==> config.mk <==
export PLATFORM = sky130hd
export DESIGN_NAME = path_to_motion_commands_top
export DESIGN_NICKNAME = d
export VERILOG_FILES = /design/src/rtl/core/ptmc_pkg.sv /design/src/rtl/core/ptmc_front.sv /design/src/rtl/core/ptmc_queue.sv /design/src/rtl/core/ptmc_back.sv /design/src/rtl/core/path_to_motion_commands_top.sv
export SDC_FILE = /design/constraint.sdc
export NUM_CORES = 1
export LEC_CHECK = 0
export ABC_AREA = 1
export BUFFER_PORTS_ARGS = -buffer_cell sky130_fd_sc_hd__buf_2
export CAP_MARGIN = 20
export CORE_ASPECT_RATIO = 1.5
export CORE_MARGIN = 1
export CORE_UTILIZATION = 50
export CTS_BUF_LIST = sky130_fd_sc_hd__clkbuf_2 sky130_fd_sc_hd__clkbuf_4 sky130_fd_sc_hd__clkbuf_8
export DETAILED_ROUTE_END_ITERATION = 7
export MAX_ROUTING_LAYER = met4
export PLACE_DENSITY_LB_ADDON = 0.25
export RECOVER_POWER = 50
export REMOVE_ABC_BUFFERS = 1
export SLEW_MARGIN = 20
export SYNTH_ARGS = -nofsm -noshare
export SYNTH_HDL_FRONTEND = slang
export SYNTH_SLANG_ARGS = --single-unit
==> constraint.sdc <==
create_clock -name clock -period 7.6 [get_ports clock]
set_input_delay 0.76 -clock clock [delete_from_list [all_inputs] [get_ports clock]]
set_output_delay 0.76 -clock clock [all_outputs]
set_load 0.05 [all_outputs]
==> src/rtl/core/ptmc_pkg.sv <==
package ptmc_pkg;

   // field widths
   localparam int COORD_BITS = 16;
   localparam int RUN_BITS   = 12;
   localparam int CELL_BITS  = 16;
   localparam int DIST_BITS  = RUN_BITS + CELL_BITS;
   localparam int HEAD_BITS  = 2;
   localparam int TURN_BITS  = 2;
   localparam int CSR_IDX_BITS = 2;
   localparam int CSR_DATA_BITS = 16;

   // command kinds
   localparam logic CMD_TRANSLATE = 1'b0;
   localparam logic CMD_ROTATE    = 1'b1;

   // turn codes
   localparam logic [TURN_BITS-1:0] TURN_RIGHT = 2'd0;
   localparam logic [TURN_BITS-1:0] TURN_LEFT  = 2'd1;
   localparam logic [TURN_BITS-1:0] TURN_UTURN = 2'd2;
   localparam logic [TURN_BITS-1:0] TURN_NONE  = 2'd0;

   // headings
   localparam logic [HEAD_BITS-1:0] HEAD_N = 2'd0;
   localparam logic [HEAD_BITS-1:0] HEAD_E = 2'd1;
   localparam logic [HEAD_BITS-1:0] HEAD_S = 2'd2;
   localparam logic [HEAD_BITS-1:0] HEAD_W = 2'd3;

   // register indexes
   localparam logic [CSR_IDX_BITS-1:0] CSR_CELL_SIZE    = 2'd0;
   localparam logic [CSR_IDX_BITS-1:0] CSR_START_ENABLE = 2'd1;
   localparam logic [CSR_IDX_BITS-1:0] CSR_START_HEAD   = 2'd2;

   localparam logic [CELL_BITS-1:0] CELL_SIZE_RESET = 16'd100;

   // progress through a path
   localparam logic [1:0] SEEN_NONE  = 2'd0;
   localparam logic [1:0] SEEN_FIRST = 2'd1;
   localparam logic [1:0] SEEN_RUN   = 2'd2;

   localparam int QUEUE_DEPTH = 4;
   localparam int QPTR_BITS   = $clog2(QUEUE_DEPTH);

   typedef struct packed {
      logic [COORD_BITS-1:0] row;
      logic [COORD_BITS-1:0] col;
      logic                  last_cell;
   } req_word_type;

   typedef struct packed {
      logic                  cmd_kind;
      logic [TURN_BITS-1:0]  turn;
      logic [RUN_BITS-1:0]   steps;
      logic [DIST_BITS-1:0]  distance;
      logic                  end_of_run;
   } rsp_word_type;

   typedef struct packed {
      logic [CELL_BITS-1:0] cell_size;
      logic                 start_heading_enable;
      logic [HEAD_BITS-1:0] start_heading;
   } csr_regs_type;

   // results caused by one input word, always in the order t1, rotate, t2
   typedef struct packed {
      logic                 t1_valid;
      logic [RUN_BITS-1:0]  t1_steps;
      logic                 rot_valid;
      logic [TURN_BITS-1:0] rot_turn;
      logic                 t2_valid;
      logic [RUN_BITS-1:0]  t2_steps;
   } cmd_group_type;

   // turn from one heading to another that differs from it
   function automatic logic [TURN_BITS-1:0] turn_between(
      logic [HEAD_BITS-1:0] from_h, logic [HEAD_BITS-1:0] to_h);
      logic [HEAD_BITS-1:0] d;
      d = to_h - from_h;
      case (d)
         HEAD_E:  turn_between = TURN_LEFT;
         HEAD_S:  turn_between = TURN_UTURN;
         default: turn_between = TURN_RIGHT;
      endcase
   endfunction

endpackage

==> src/rtl/core/ptmc_front.sv <==
module ptmc_front (
   input  logic                  clock,
   input  logic                  reset,
   input  logic                  req_valid,
   output logic                  req_ready,
   input  ptmc_pkg::req_word_type req_word,
   input  ptmc_pkg::csr_regs_type csr_regs,
   output logic                  push_valid,
   output ptmc_pkg::cmd_group_type push_word,
   input  logic                  q_full
);
   import ptmc_pkg::*;

   localparam logic [RUN_BITS-1:0] RUN_MAX = {RUN_BITS{1'b1}};

   logic [COORD_BITS-1:0] prev_row_ff, prev_row_in;
   logic [COORD_BITS-1:0] prev_col_ff, prev_col_in;
   logic [1:0]            seen_ff, seen_in;
   logic [HEAD_BITS-1:0]  heading_ff, heading_in;
   logic [RUN_BITS-1:0]   run_ff, run_in;
   logic                  dead_ff, dead_in;

   logic [COORD_BITS:0]   row_x, col_x, prow_x, pcol_x;
   logic                  same_row, same_col;
   logic                  unit_step;
   logic [HEAD_BITS-1:0]  step_head;
   logic                  accept;
   cmd_group_type         group;

   assign req_ready = !q_full;
   assign accept    = req_valid && req_ready;

   // classify the step from the previous cell
   assign row_x  = {1'b0, req_word.row};
   assign col_x  = {1'b0, req_word.col};
   assign prow_x = {1'b0, prev_row_ff};
   assign pcol_x = {1'b0, prev_col_ff};
   assign same_row = (req_word.row == prev_row_ff);
   assign same_col = (req_word.col == prev_col_ff);

   always_comb begin
      unit_step = 1'b1;
      step_head = HEAD_N;
      if (same_col && (row_x + 1'b1 == prow_x)) begin
         step_head = HEAD_N;
      end else if (same_row && (col_x == pcol_x + 1'b1)) begin
         step_head = HEAD_E;
      end else if (same_col && (row_x == prow_x + 1'b1)) begin
         step_head = HEAD_S;
      end else if (same_row && (col_x + 1'b1 == pcol_x)) begin
         step_head = HEAD_W;
      end else begin
         unit_step = 1'b0;
      end
   end

   // path state update and command group
   always_comb begin
      prev_row_in = req_word.row;
      prev_col_in = req_word.col;
      seen_in     = seen_ff;
      heading_in  = heading_ff;
      run_in      = run_ff;
      dead_in     = dead_ff;
      group       = '0;
      if (!dead_ff && seen_ff != SEEN_NONE) begin
         if (seen_ff == SEEN_FIRST) begin
            if (!unit_step) begin
               dead_in = 1'b1;
            end else begin
               heading_in = step_head;
               run_in     = RUN_BITS'(1);
               seen_in    = SEEN_RUN;
               if (csr_regs.start_heading_enable && step_head != csr_regs.start_heading) begin
                  group.rot_valid = 1'b1;
                  group.rot_turn  = turn_between(csr_regs.start_heading, step_head);
               end
            end
         end else if (unit_step) begin
            if (step_head == heading_ff) begin
               if (run_ff < RUN_MAX) begin
                  run_in = run_ff + 1'b1;
               end
            end else begin
               group.t1_valid  = 1'b1;
               group.t1_steps  = run_ff;
               group.rot_valid = 1'b1;
               group.rot_turn  = turn_between(heading_ff, step_head);
               heading_in      = step_head;
               run_in          = RUN_BITS'(1);
            end
         end
      end else if (seen_ff == SEEN_NONE) begin
         seen_in = SEEN_FIRST;
      end
      // end of path: final run, then back to the reset state
      if (req_word.last_cell) begin
         if (!dead_in && seen_in == SEEN_RUN) begin
            group.t2_valid = 1'b1;
            group.t2_steps = run_in;
         end
         prev_row_in = '0;
         prev_col_in = '0;
         seen_in     = SEEN_NONE;
         heading_in  = HEAD_N;
         run_in      = '0;
         dead_in     = 1'b0;
      end
   end

   assign push_valid = accept && (group.t1_valid || group.rot_valid || group.t2_valid);
   assign push_word  = group;

   always_ff @(posedge clock) begin
      if (reset) begin
         prev_row_ff <= '0;
         prev_col_ff <= '0;
         seen_ff     <= SEEN_NONE;
         heading_ff  <= HEAD_N;
         run_ff      <= '0;
         dead_ff     <= 1'b0;
      end else if (accept) begin
         prev_row_ff <= prev_row_in;
         prev_col_ff <= prev_col_in;
         seen_ff     <= seen_in;
         heading_ff  <= heading_in;
         run_ff      <= run_in;
         dead_ff     <= dead_in;
      end
   end

endmodule

==> src/rtl/core/ptmc_queue.sv <==
module ptmc_queue (
   input  logic                   clock,
   input  logic                   reset,
   input  logic                   push,
   input  ptmc_pkg::cmd_group_type push_word,
   output logic                   full,
   input  logic                   pop,
   output logic                   empty,
   output ptmc_pkg::cmd_group_type head_word
);
   import ptmc_pkg::*;

   cmd_group_type          slot_ff [QUEUE_DEPTH];
   logic [QPTR_BITS-1:0]   wr_ptr_ff, wr_ptr_in;
   logic [QPTR_BITS-1:0]   rd_ptr_ff, rd_ptr_in;
   logic [QPTR_BITS:0]     count_ff, count_in;
   logic                   do_push, do_pop;

   assign full      = (count_ff == (QPTR_BITS+1)'(QUEUE_DEPTH));
   assign empty     = (count_ff == '0);
   assign do_push   = push && !full;
   assign do_pop    = pop && !empty;
   assign head_word = slot_ff[rd_ptr_ff];

   // pointer and fill count
   always_comb begin
      wr_ptr_in = do_push ? wr_ptr_ff + 1'b1 : wr_ptr_ff;
      rd_ptr_in = do_pop ? rd_ptr_ff + 1'b1 : rd_ptr_ff;
      count_in  = count_ff;
      if (do_push && !do_pop) begin
         count_in = count_ff + 1'b1;
      end else if (do_pop && !do_push) begin
         count_in = count_ff - 1'b1;
      end
   end

   always_ff @(posedge clock) begin
      if (reset) begin
         wr_ptr_ff <= '0;
         rd_ptr_ff <= '0;
         count_ff  <= '0;
      end else begin
         wr_ptr_ff <= wr_ptr_in;
         rd_ptr_ff <= rd_ptr_in;
         count_ff  <= count_in;
      end
   end

   // storage
   always_ff @(posedge clock) begin
      if (do_push) begin
         slot_ff[wr_ptr_ff] <= push_word;
      end
   end

endmodule

==> src/rtl/core/ptmc_back.sv <==
module ptmc_back (
   input  logic                    clock,
   input  logic                    reset,
   input  logic [ptmc_pkg::CELL_BITS-1:0] cell_size,
   input  logic                    q_empty,
   input  ptmc_pkg::cmd_group_type q_head,
   output logic                    q_pop,
   output logic                    rsp_valid,
   input  logic                    rsp_ready,
   output ptmc_pkg::rsp_word_type  rsp_word
);
   import ptmc_pkg::*;

   cmd_group_type        cur_ff, cur_in;
   logic [2:0]           pend_ff, pend_in;
   logic                 rsp_valid_ff, rsp_valid_in;
   rsp_word_type         rsp_word_ff, rsp_word_in;

   logic                 out_free;
   logic                 emit;
   logic [2:0]           sel;
   logic [2:0]           remain;
   logic [RUN_BITS-1:0]  sel_steps;
   logic [DIST_BITS-1:0] product;

   assign out_free = !rsp_valid_ff || rsp_ready;
   assign emit     = out_free && (pend_ff != '0);

   // pick the earliest pending result of the current group
   always_comb begin
      sel = 3'b000;
      if (pend_ff[0]) begin
         sel = 3'b001;
      end else if (pend_ff[1]) begin
         sel = 3'b010;
      end else if (pend_ff[2]) begin
         sel = 3'b100;
      end
   end

   assign remain    = pend_ff & ~sel;
   assign sel_steps = sel[0] ? cur_ff.t1_steps : cur_ff.t2_steps;
   assign product   = DIST_BITS'(sel_steps) * DIST_BITS'(cell_size);

   // result word
   always_comb begin
      rsp_word_in            = '0;
      rsp_word_in.end_of_run = (remain == '0);
      if (sel[1]) begin
         rsp_word_in.cmd_kind = CMD_ROTATE;
         rsp_word_in.turn     = cur_ff.rot_turn;
      end else begin
         rsp_word_in.cmd_kind = CMD_TRANSLATE;
         rsp_word_in.turn     = TURN_NONE;
         rsp_word_in.steps    = sel_steps;
         rsp_word_in.distance = product;
      end
   end

   // load the next group once the current one is used up
   always_comb begin
      q_pop  = 1'b0;
      cur_in = cur_ff;
      pend_in = emit ? remain : pend_ff;
      if (out_free && (pend_ff == '0 || remain == '0) && !q_empty) begin
         q_pop   = 1'b1;
         cur_in  = q_head;
         pend_in = {q_head.t2_valid, q_head.rot_valid, q_head.t1_valid};
      end
   end

   // output register
   always_comb begin
      if (emit) begin
         rsp_valid_in = 1'b1;
      end else if (rsp_ready) begin
         rsp_valid_in = 1'b0;
      end else begin
         rsp_valid_in = rsp_valid_ff;
      end
   end

   always_ff @(posedge clock) begin
      if (reset) begin
         pend_ff      <= '0;
         rsp_valid_ff <= 1'b0;
      end else begin
         pend_ff      <= pend_in;
         rsp_valid_ff <= rsp_valid_in;
      end
   end

   always_ff @(posedge clock) begin
      cur_ff <= cur_in;
      if (emit) begin
         rsp_word_ff <= rsp_word_in;
      end
   end

   assign rsp_valid = rsp_valid_ff;
   assign rsp_word  = rsp_word_ff;

endmodule

==> src/rtl/core/path_to_motion_commands_top.sv <==
// path to motion commands
// req channel: one path cell per word (row, col, last_cell), valid/ready.
// rsp channel: motion commands (translate or rotate), valid/ready; end_of_run
//   marks the last command caused by one input word.
// csr channel: register writes (index, data), always ready; index 0 cell size,
//   1 start heading enable, 2 start heading; other indexes are dropped.
// a front stage classifies each cell and queues the commands it causes in a
//   four-entry queue; a back stage emits them one per cycle while rsp_ready
//   holds, from an output register, with one 12x16 multiply for distance.
// throughput: one cell per cycle while the queue has room; a cell that causes
//   k commands holds the back stage until all k of them are emitted.
// a command passes through the queue and the output register on its way to rsp.
// reset: registers return to their defaults, path state, queue and output
//   register valid are cleared.
// when the receiver stalls the output word holds, the queue fills and
//   req_ready drops once it is full; last_cell also returns the path state
//   to its reset values.
module path_to_motion_commands_top (
   input  logic                   clock,
   input  logic                   reset,
   input  logic                   req_valid,
   output logic                   req_ready,
   input  ptmc_pkg::req_word_type req_word,
   output logic                   rsp_valid,
   input  logic                   rsp_ready,
   output ptmc_pkg::rsp_word_type rsp_word,
   input  logic                   csr_valid,
   output logic                   csr_ready,
   input  logic [ptmc_pkg::CSR_IDX_BITS-1:0]  csr_index,
   input  logic [ptmc_pkg::CSR_DATA_BITS-1:0] csr_data
);
   import ptmc_pkg::*;

   csr_regs_type  csr_ff, csr_in;
   logic          q_push, q_full, q_pop, q_empty;
   cmd_group_type q_in_word, q_head;

   // configuration registers
   assign csr_ready = 1'b1;

   always_comb begin
      csr_in = csr_ff;
      if (csr_valid) begin
         case (csr_index)
            CSR_CELL_SIZE:    csr_in.cell_size = csr_data[CELL_BITS-1:0];
            CSR_START_ENABLE: csr_in.start_heading_enable = csr_data[0];
            CSR_START_HEAD:   csr_in.start_heading = csr_data[HEAD_BITS-1:0];
            default:          csr_in = csr_ff;
         endcase
      end
   end

   always_ff @(posedge clock) begin
      if (reset) begin
         csr_ff.cell_size            <= CELL_SIZE_RESET;
         csr_ff.start_heading_enable <= 1'b0;
         csr_ff.start_heading        <= HEAD_N;
      end else begin
         csr_ff <= csr_in;
      end
   end

   ptmc_front u_front (
      .clock      (clock),
      .reset      (reset),
      .req_valid  (req_valid),
      .req_ready  (req_ready),
      .req_word   (req_word),
      .csr_regs   (csr_ff),
      .push_valid (q_push),
      .push_word  (q_in_word),
      .q_full     (q_full)
   );

   ptmc_queue u_queue (
      .clock     (clock),
      .reset     (reset),
      .push      (q_push),
      .push_word (q_in_word),
      .full      (q_full),
      .pop       (q_pop),
      .empty     (q_empty),
      .head_word (q_head)
   );

   ptmc_back u_back (
      .clock     (clock),
      .reset     (reset),
      .cell_size (csr_ff.cell_size),
      .q_empty   (q_empty),
      .q_head    (q_head),
      .q_pop     (q_pop),
      .rsp_valid (rsp_valid),
      .rsp_ready (rsp_ready),
      .rsp_word  (rsp_word)
   );

   // no push into a full queue
   a_no_overflow: assert property (@(posedge clock) disable iff (reset)
      q_push |-> !q_full)
      else $error("command queue overflow");

   // rotate words carry no distance
   a_rotate_clean: assert property (@(posedge clock) disable iff (reset)
      (rsp_valid && rsp_word.cmd_kind == CMD_ROTATE) |->
      (rsp_word.steps == '0 && rsp_word.distance == '0))
      else $error("rotate word with distance");

   // translate words cover at least one cell and carry no turn
   a_translate_run: assert property (@(posedge clock) disable iff (reset)
      (rsp_valid && rsp_word.cmd_kind == CMD_TRANSLATE) |->
      (rsp_word.steps != '0 && rsp_word.turn == TURN_NONE))
      else $error("empty translate word");

   // output register is empty after reset
   a_reset_idle: assert property (@(posedge clock)
      reset |=> !rsp_valid)
      else $error("response valid after reset");

endmodule

# == After elaboration in Yosys (flattened, before gate mapping) ==
# Memories as Yosys holds them, arrays and structs flattened. A register that Yosys moved wholly into a read port is not among the register bits.
# Index checks and enable logic that the tools add are counted.
# totals
regBits,149
memories,1
romBits,0
latch_bits,0
ramBits,116
# memory_table
memory,depth,word_bits,read_ports,rd_clocked_by_memory_dff,write_ports,line,source
u_queue.slot_ff,4,29,1,1,1,ptmc_queue.sv:13,cmd_group_type slot_ff [QUEUE_DEPTH];
# op_classes
reduce_logical,43
eq_ne,18
n_div,0
n_lt_le_gt_ge,1
n_shift,0
n_mul,1
bitwise_logic,2
add_sub_neg,11
muxes,59
# op_table
op,count
12-bit two-way mux,8
16-bit two-way mux,5
16-bit by 1-bit adder with 17-bit output (second input constant),4
13-bit two-way mux,3
16-bit by 17-bit == test with 1-bit output,2
17-bit by 16-bit == test with 1-bit output,2
2-bit two-way mux,17
3-bit two-way mux,11
16-bit == test,2
12-bit by 16-bit multiplier with 28-bit output,1
1-bit logical AND,16
1-bit two-way mux,13
12-bit by 1-bit adder with 12-bit output (second input constant),1
12-bit < comparator (second input constant),1
2-bit nonzero test,6
3-bit zero test,3
2-bit by 1-bit == test with 1-bit output (second input constant),4
2-bit == test (second input constant),4
2-bit case mux with 2 select lines,2
1-bit zero test,7
2-bit AND reduction,3
2-bit by 1-bit adder with 2-bit output (second input constant),2
2-bit zero test,2
1-bit logical OR,4
11 further kinds,12

# == Logic depth before layout (Yosys ltp) ==
# depth
ltp_word,22
depth_mapped,32
mapped_depth_nobuf,30

# == Modules after synthesis ==
# Synthesis repeated with hierarchy kept, for this count alone.
# unflattened
cells_unflattened,2805
hier_area_um2,21384.3
# modules_own_cells
module,area_per_inst_um2,n_inst,seq_area_each_um2,cells_per_inst
ptmc_back,9380.2,1,2182.1,1145
ptmc_front,6047.0,1,980.9,1185
ptmc_queue,5098.6,1,3663.5,351
path_to_motion_commands_top,858.3,1,380.4,124

# == Worst setup path before layout ==
# No wires, ideal clock.
# synth_path
kind,register to register
from,register u_back.pend_ff[0]
to,"register u_back.rsp_word_ff, in the netlist u_back.rsp_word[25], data pin"
slack_ns,1.277
required_ns,7.339
arrival_time_ns,6.062
setup_time_ns,0.261
stages_incl_launch_ff,27
cell_sequence,dfxtp_1 clkbuf_1 inv_1 clkbuf_1 or2_2 o21ai_0 clkbuf_1 nor2_1 fa_1 inv_1 fa_1 fa_1 fa_1 inv_1 fa_1 ha_1 nand2_1 nor2_1 inv_1 o21ai_0 a21oi_1 o21ai_0 a21boi_0 o21ai_0 a21boi_0 o21ai_0 a21oi_1
# synth_via
elab_chain_len,3
# synth_lines
item,line,source
"start, declared",ptmc_back.sv:15,"logic [2:0] pend_ff, pend_in;"
"start signal, assigned",ptmc_back.sv:88,pend_ff <= pend_in;
3-bit two-way mux *,ptmc_back.sv:32,if (pend_ff[0]) begin
12-bit two-way mux,ptmc_back.sv:42,assign sel_steps = sel[0] ? cur_ff.t1_steps : cur_ff.t2_steps;
12-bit by 16-bit multiplier with 28-bit output,ptmc_back.sv:43,assign product = DIST_BITS'(sel_steps) * DIST_BITS'(cell_size);
"end signal, assigned",ptmc_back.sv:96,rsp_word_ff <= rsp_word_in;
"end, declared",ptmc_back.sv:17,"rsp_word_type rsp_word_ff, rsp_word_in;"
# Mark *: on every way between the ends. The rest lies on a longest branch, timed or not.
# A chain may end at the register's enable or synchronous reset.

# == Worst setup path after layout ==
# Same ends and word-level chain as after synthesis.

==> metrics.md <==
| Metric | Value |
|---|---|
| Status | `finished, violations left` |
| Failing checks | `capacitance limit, slew limit` |
| Layout net count | `2860` |
| Final period util | `0.943` |
| Die Span X | `164 µm` |
| Most frequent CP cell | `fa_1` |
| Fraction of layout cells with a size suffix above 1 | `0.0844` |
| Grt ovf | `0` |
| Count of different cell masters after synthesis | `52` |
| Final core occ | `0.558` |
| Worst-path fanout max | `12` |
| Die height | `246 µm` |
| Slew Limit Fails | `156` |
| Setup TNS | `0 ns` |
| RSZ-0062 raised after global routing | `false` |
| Initial antenna violation count | `1` |
| Seq/Total Area, Yosys | `0.364` |
| Area grow syn2layout | `9.17%` |
| Mapped Area | `0.0198 mm²` |
| Crit path cell chain | `inv_1 > or2_2 > o21ai_1 > buf_4 > nor2_1 > fa_1 > fa_1 > inv_1 > fa_1 > fa_1 > inv_1 > fa_1 > ha_1 > nand2_1 > nor2_1 > inv_1 > o21ai_0 > a21oi_1 > o21ai_0 > a21boi_0 > o21ai_0 > a21boi_0 > o21ai_0 > a21oi_1` |
| Final count of hold timing violations | `0` |
| CTS tree | `done` |
| Vias in the first global route | `16.9k` |
| Residual DRC | `0` |
| Yosys top cell area share | `0.282` |
| Placement row count | `88` |
| Hold_buf cts | `0` |
| First-iteration detailed-routing DRC count | `744` |
| Commonest cells in the netlist | `628 x nand2_1, 376 x inv_1, 330 x nor2_1` |
| Number of enable flip-flop cells after synthesis | `186` |
| Rel. slew slack | `-0.725` |
| Max Cap Viol | `4` |
| Routed WL per cell | `18.0 µm` |
| Slowest CP cell | `fa_1` |
| Fill count | `3653` |
| # IOs | `103` |
| Initial DRT Pass Iterations | `7` |
| Clock root buffer | `clkbuf_8` |
| Synth area leaders | `edfxtp_1 28%, fa_1 14%, nand2_1 12%` |
| Total global-route track usage | `0.294` |
| Core Footprint | `0.0388 mm²` |
| N_diodes | `0` |
| Port-buffer cells | `101` |
| Worst slew pin tran | `2.59 ns` |
| Primary FF master, synth | `edfxtp_1` |
| Die ar. | `0.0404 mm²` |
| Final min period | `7.17 ns` |
| Asr flop ratio synth | `0` |
| CTS Buffer Depth | `3` |
| Crit path DAT | `7.50 ns` |
| Pin count of the biggest net entering global routing | `60` |
| Cell accounting for the most synthesized area | `edfxtp_1` |
| Global placer's final weighted congestion | `0.965` |
| FMAX | `139 MHz` |
| Syn Area/Cell | `7.96 µm²` |
| Cells after Synth | `2489` |
| Starting density of the core | `0.511` |
| Via count | `16.7k` |
| Dpl cell area | `0.0208 mm²` |
| DR vias/cell | `5.35` |
| Worst clock skew | `0.0366 ns` |
| Ys Warns | `0` |
| Hold Crit Class | `in2reg` |
| CP required | `7.93 ns` |
| Finished Layout Cells | `3115` |
| Routed wire length | `56200 µm` |
| Clock Sinks | `267` |
| First-pass GRT wire length | `87100 µm` |
| Count leader, synth | `nand2_1` |
| Cells after DPL | `3034` |
| Crit-path max cell delay | `0.55 ns` |
| Setup-failing EPs final | `0` |
| Worst Path Class, Setup | `reg2reg` |
| Post-route cell area | `0.0216 mm²` |
| Worst skew pair latency | `0.60 ns` |
| Post-DRT Antenna Nets | `0` |
| Clock transition at path regs | `0.07 ns` |
| Hpwl dp | `44400 µm` |
| CTS Buf Count | `44` |
| Worst setup SP type | `flip-flop` |
| Synth Register Bits | `267` |
| H-tree levels | `2` |
| Crit path capture type | `flip-flop` |
==> final timing paths <==
path                        start                      end  slack (ns)  cells after the start
min reg2reg  u_queue.rd_ptr_ff[1]     u_queue.rd_ptr_ff[1]        0.47                      2
max reg2reg     u_back.pend_ff[0]      u_back.rsp_word[25]        0.43                     24
max             u_back.pend_ff[0]      u_back.rsp_word[25]        0.43                     24
min                  req_word[16]  u_front.prev_col_ff[15]        0.42                      3
==> area by class of cell <==
cell class | instances | area [µm²] | area share
multi-input combinational | 1760 | 10800 | 0.500
sequential | 267 | 7210 | 0.333
clock inverter | 30 | 278 | 0.0128
clock buffer | 51 | 664 | 0.0307
timing repair buffer | 122 | 581 | 0.0269
tap | 495 | 619 | 0.0286
inverter | 390 | 1470 | 0.0678
==> stage by stage <==
stage	hold slack (ns)	setup slack [ns]
final	0.421	0.430
after global routing	0.405	0.112
after CTS	0.378	0.391
after detailed placement	0.460	0.420
after global placement	0.449	0.517
after floorplan	0.438	1.23
==> kinds of logic (layout without fill, tap and decap cells) <==
group,count (synthesis),in the layout,share of synthesized area
adders and majority gates,219,219,0.192
AOI/OAI and AO/OA,326,326,0.0884
xor gates and xnor gates,28,28,0.0128
DFF,267,267,0.364
other,1,1,0.000189
buffers and inverters,462,593,0.0892
and+or+nand+nor,1186,1186,0.254
==> registers in the layout, summed over array words and instances, names as in the netlist, 12 cells and up, named ones only <==
register / count
csr_ff: 19
u_back.cur_ff: 26
u_back.rsp_word: 44
u_front.prev_col_ff: 16
u_front.prev_row_ff: 16
u_front.run_ff: 12
u_queue.slot_ff: 116
==> what timing repair did <==
action / 4_1_cts / 5_1_grt
gates resized for setup: 0 / 1
setup endpoints to repair: 0 / 1
buffers inserted: 0 / 0
==> cells in the final DEF (no fill, tap or decap), types with 12 or more instances in the layout <==
cell type	netlist	routed
o22ai_1	32	32
o21ai_0	128	126
edfxtp_1	186	186
nor3_1	20	20
xor2_1	16	16
clkbuf_1	53	54
clkbuf_8	0	45
nand2_1	628	628
inv_1	376	376
nand4_1	30	30
nor2_2	16	17
o21ai_1	10	12
a21oi_1	126	125
or2_2	21	21
buf_4	3	15
ha_1	78	78
buf_2	3	53
fa_1	141	141
dfxtp_1	81	81
clkinv_1	6	19
nor2_1	330	331
nand2_2	11	13
nand3_1	88	89
==> metal layers <==
metal | track usage | wire (µm)
met4 | 0.167 | 3440
met3 | 0.0310 | 2120
met2 | 0.569 | 31400
met5 | - | 0
met1 | 0.274 | 19200
==> worst max-delay path: cells and delay by family (launching register included) <==
family | cells | cell delay, ns
AO/OA/AOI/OAI | 9 | 2.15
adder cells (fa/ha/maj) | 6 | 2.90
flip-flops | 1 | 0.52
buffers and inverters | 5 | 0.72
AND/OR/NAND/NOR | 4 | 0.62
Power is left out: the tool's default activity adds up to more than one toggle a clock period on the data nets, which glitch-free logic cannot reach.
